===== src/rtl/core/dmtt_pkg.sv =====
// ----------------------------------------------------------------------------
// dmtt_pkg: shared types and constants of the transposition table
// Slot layout, request and result records, operation and flag codes.
// ----------------------------------------------------------------------------
package dmtt_pkg;

  localparam int INDEX_BITS        = 12;
  localparam int MOVE_BITS         = 8;
  localparam int KEY_BITS          = 64;
  localparam int SCORE_BITS        = 16;
  localparam int IN_DEPTH_BITS     = 8;
  localparam int SLOT_DEPTH_BITS   = 7;
  localparam int FLAG_BITS         = 2;
  localparam int IN_MOVE_BITS      = 8;
  localparam int GEN_BITS          = 8;

  typedef logic [1:0]                 kind_t;
  typedef logic [KEY_BITS-1:0]        key_t;
  typedef logic [SCORE_BITS-1:0]      score_t;
  typedef logic [IN_DEPTH_BITS-1:0]   in_depth_t;
  typedef logic [SLOT_DEPTH_BITS-1:0] slot_depth_t;
  typedef logic [FLAG_BITS-1:0]       flag_t;
  typedef logic [MOVE_BITS-1:0]       move_t;
  typedef logic [IN_MOVE_BITS-1:0]    in_move_t;
  typedef logic [GEN_BITS-1:0]        gen_t;
  typedef logic [INDEX_BITS-1:0]      slot_idx_t;

  localparam kind_t KIND_STORE = 2'd0;
  localparam kind_t KIND_PROBE = 2'd1;
  localparam kind_t KIND_CLEAR = 2'd2;

  localparam flag_t       FLAG_NONE = 2'd0;
  localparam slot_depth_t DEPTH_CAP = 7'd127;
  localparam gen_t        GEN_RESET = 8'd1;
  localparam key_t        KEY_EMPTY = '0;

  typedef enum logic [1:0] {
    ST_SWEEP,
    ST_IDLE,
    ST_LOOKUP
  } state_t;

  // One table slot as it sits in memory.
  typedef struct packed {
    key_t        key;
    score_t      score;
    slot_depth_t depth;
    flag_t       flag;
    move_t       move;
    gen_t        gen;
  } entry_t;

  localparam int ENTRY_BITS = $bits(entry_t);

  // Captured input transaction.
  typedef struct packed {
    kind_t     kind;
    key_t      key;
    in_depth_t depth;
    score_t    score;
    flag_t     flag;
    in_move_t  move;
  } req_t;

  // Probe answer as presented on the result channel.
  typedef struct packed {
    logic       hit;
    score_t     score;
    slot_depth_t depth;
    flag_t      flag;
    in_move_t   move;
    gen_t       gen;
  } result_t;

endpackage


===== src/rtl/core/dmtt_slot_eval.sv =====
// ----------------------------------------------------------------------------
// dmtt_slot_eval: slot update and probe match logic
// Decides replacement for a store, builds the new slot and the probe answer.
// ----------------------------------------------------------------------------
module dmtt_slot_eval (
  input  dmtt_pkg::req_t    req,
  input  dmtt_pkg::entry_t  rd_entry,
  input  dmtt_pkg::gen_t    gen,
  output logic              replace,
  output dmtt_pkg::entry_t  wr_entry,
  output dmtt_pkg::result_t result
);

  logic hit;

  // Depth-preferred replacement: empty slot, same key, or at least as deep.
  assign replace = (rd_entry.key == dmtt_pkg::KEY_EMPTY) || (rd_entry.key == req.key) ||
                   (req.depth >= dmtt_pkg::in_depth_t'(rd_entry.depth));

  always_comb begin
    wr_entry.key   = req.key;
    wr_entry.score = req.score;
    wr_entry.depth = req.depth[dmtt_pkg::IN_DEPTH_BITS-1] ? dmtt_pkg::DEPTH_CAP
                     : req.depth[dmtt_pkg::SLOT_DEPTH_BITS-1:0];
    wr_entry.flag  = req.flag;
    wr_entry.move  = dmtt_pkg::move_t'(req.move);
    wr_entry.gen   = gen;
  end

  assign hit = (rd_entry.key == req.key) && (rd_entry.flag != dmtt_pkg::FLAG_NONE);

  // Zero every field on a miss.
  always_comb begin
    result = '0;
    if (hit) begin
      result.hit   = 1'b1;
      result.score = rd_entry.score;
      result.depth = rd_entry.depth;
      result.flag  = rd_entry.flag;
      result.move  = dmtt_pkg::in_move_t'(rd_entry.move);
      result.gen   = rd_entry.gen;
    end
  end

endmodule


===== config.mk =====
export PLATFORM = sky130hd
export DESIGN_NAME = dmtt_slot_eval
export DESIGN_NICKNAME = d
export VERILOG_FILES = /design/src/rtl/core/dmtt_pkg.sv /design/src/rtl/core/dmtt_slot_eval.sv
export SDC_FILE = /design/constraint.sdc
export NUM_CORES = 1
export LEC_CHECK = 0
export BUFFER_PORTS_ARGS = -buffer_cell sky130_fd_sc_hd__buf_2
export CAP_MARGIN = 30
export CORE_AREA = 3 3 141 143
export DETAILED_ROUTE_END_ITERATION = 12
export DIE_AREA = 0 0 144 146
export GPL_ROUTABILITY_DRIVEN = 0
export PLACE_DENSITY = 0.49
export REMOVE_ABC_BUFFERS = 1
export SLEW_MARGIN = 5
export SYNTH_ARGS = -nofsm -noshare
export SYNTH_HDL_FRONTEND = slang
export SYNTH_SLANG_ARGS = --single-unit

===== constraint.sdc =====
create_clock -name vclk -period 2.8
set_clock_uncertainty 0.1 [all_clocks]
set_input_delay 0.56 -clock vclk [all_inputs]
set_output_delay 0.56 -clock vclk [all_outputs]
set_load 0.01 [all_outputs]

==> run_results.csv <==
group,metric,value,unit
synth,yosysSeqAreaShare,0,
synth,synth_top_family_by_area,"buffers and inverters",
finish,area_growth,65.1,%
finish,layout.nets,733,
job,drv_cap,0,
worst_setup_path,cp_num_buf_inv,3,
finish,num-fill-cells,2103,
finish,clkbuf_count,0,
sta,rsz0062_at_grt,"true",
sta,fin_crit_sh,1.03,
floorplanning,pin_count,361,
worst_setup_path,slowest_delay,0.35,ns
global_route,grt_pass1_wl,17900,um
worst_setup_path,path_class,"in2out",
synth,yosysTopAreaCell,"buf_4",
placed_design,dpl_worst_slack,-0.323,ns
synth,synthTopCellsByArea,"buf_4 31%, xnor2_1 24%, nor3b_2 16%",
sta,setup_viol,35,
global_route,grt.total_usage,0.117,
pwr,seq_power_share,0,
finish,regArea,0,sq um
route,wire_per_inst,18.3,um
pwr,switchingPower,243,uW
worst_setup_path,critical_path_arrival,2.24,ns
global_route,grt_pass1_vias,2753,
synth,synth_top_cell_area_share,0.314,
floorplanning,die_h,146,um
outcome,status,"finished with violations",
pwr,power_per_cell_area,132,mW/mm^2
route,routed_wl,13700,um
worst_setup_path,path_common_cell,"buf_2",
finish,layout_commonest_cell,"buf_2",
finish,final_area,0.00390,sq mm
pwr,p_leak,0.00195,uW
placed_design,portBuffers,291,
worst_setup_path,end_kind,"output pin",
sta,drv_slew,0,
synth,yosysWarnings,0,
outcome,violations,"negative setup slack",
finish,nFlopsAndLatches,0,
worst_setup_path,cp_top_family,"simple AND/OR/NAND/NOR gates",
route,drt_first_pass_iters,4,
placed_design,dpl_cell_area,0.00364,sq mm
pwr,p_clk_frac,0,
finish,drive_gt1_frac,0.789,
synth,synth_compound_area_frac,0.0185,
floorplanning,die_w,144,um
sta,slew_headroom,0.757,
worst_setup_path,worstSetupStartpointType,"primary input",
finish,layout_common_cells,"282 x buf_2, 50 x xnor2_1, 39 x buf_4",
pwr,power_frac_comb,1.000,
synth,synthMuxAreaShare,0,
clock_tree,cts_setup_buffers,0,
floorplanning,start_util,0.126,
route,drt-initial-drc-count,62,
global_route,grt_overflow_total,0,
sta,fin_crit,2.90,ns
sta,hold_viol_final,0,
worst_setup_path,critPathRequiredTime,2.14,ns
pwr,p_int,270,uW
synth,synth_xor_area_frac,0.237,
finish,fin_util,0.209,
synth,synth_adder_area_share,0.0371,
pwr,switching_share,0.473,
worst_setup_path,cp_max_fo,38,
pwr,ir_drop,0.0480,mV
route,vias,2749,
sta,fmax,345,MHz
floorplanning,core,0.0187,sq mm
min_path,hold_path_class,"in2out",
route,ant_nets,0,
sta,fin_ws,-0.0969,ns
floorplanning,dieArea,0.0210,sq mm
placed_design,dp_hpwl,12700,um
sta,timing.hold.ws,1.02,ns
sta,worst_pin_slew,0.355,ns
route,drt-vias-per-instance,3.68,
synth,syn_area,0.00236,sq mm
worst_setup_path,path_cells,"buf_2, xnor2_1, nand4_1, nor4_2, nand4_4, buf_12, nor3b_2, buf_2",
floorplanning,placementRows,50,
worst_setup_path,crit_slowest_cell,"nor4_2",
synth,synthSimpleGateAreaFrac,0.353,
global_route,antenna_found_initial,1,
synth,synth.distinct_cells,21,
route,drc_errors,0,
global_route,grt_max_degree,39,
synth,netlist_instances,287,
synth,syn_avg_cell_area,8.24,sq um
metal layers:
layer / wire length [um] / global-route usage / part of all wire
met1: 6130 / 0.161 / 0.45
met2: 5940 / 0.184 / 0.43
met3: 1460 / 0.0411 / 0.11
met4: 43 / 0.00282 / 0.0031
met5: 105 / 0.0359 / 0.0077
power by group through the flow:
| stage | sequential, uW | clock, uW | combinational (uW) |
|---|---|---|---|
| final | 0 | 0.0000478 | 513 |
| after global routing | 0 | 0.0000477 | 561 |
| after CTS | 0 | 0 | 516 |
| after detailed placement | 0 | 0 | 484 |
| after global placement | 0 | 0 | 484 |
| after floorplan | 0 | 0 | 139 |
layout make-up:
cell class	count	area (sq um)	area share
multi-input combinational	171	1740	0.445
tap	234	293	0.0750
inverter	9	33.8	0.00866
antenna	1	2.50	0.000641
timing repair buffer	331	1840	0.471
cells in the mapped netlist (all sizes together):
library cell / number
buf: 107
xnor2: 64
nor3b: 33
nand4: 21
nor4: 21
inv: 9
ha: 7
or2: 7
nor3: 6
nor2: 4
a21o: 3
a2111oi: 1
a21oi: 1
nand2b: 1
nand4b: 1
o211ai: 1
path summary, 6_finish.rpt:
kind  startpoint  cells past startpoint      endpoint
max      req[68]                      8     result[0]
min      req[14]                      0  wr_entry[29]
metrics by stage:
step	TNS (ns)	instances	total power [uW]
2_1_floorplan	-32.19	180	139
3_3_place_gp	-8.44	745	484
3_5_place_dp	-9.20	745	484
4_1_cts	-2.10	745	516
5_1_grt	-4.33	746	561
6_report	-1.57	746	513
cell families after synthesis:
logic type	Yosys count
AOI/OAI and AO/OA	6
adders and majority gates	7
buffers and inverters	116
and+or+nand+nor	94
xor gates and xnor gates	64
timing repair:
item | in CTS | in global routing
gates resized for setup | 32 | 8
hold buffers | 0 | 0
setup endpoints to repair | 43 | 43
pin swaps | 4 | 4
Power figures use the tool's default switching activity.
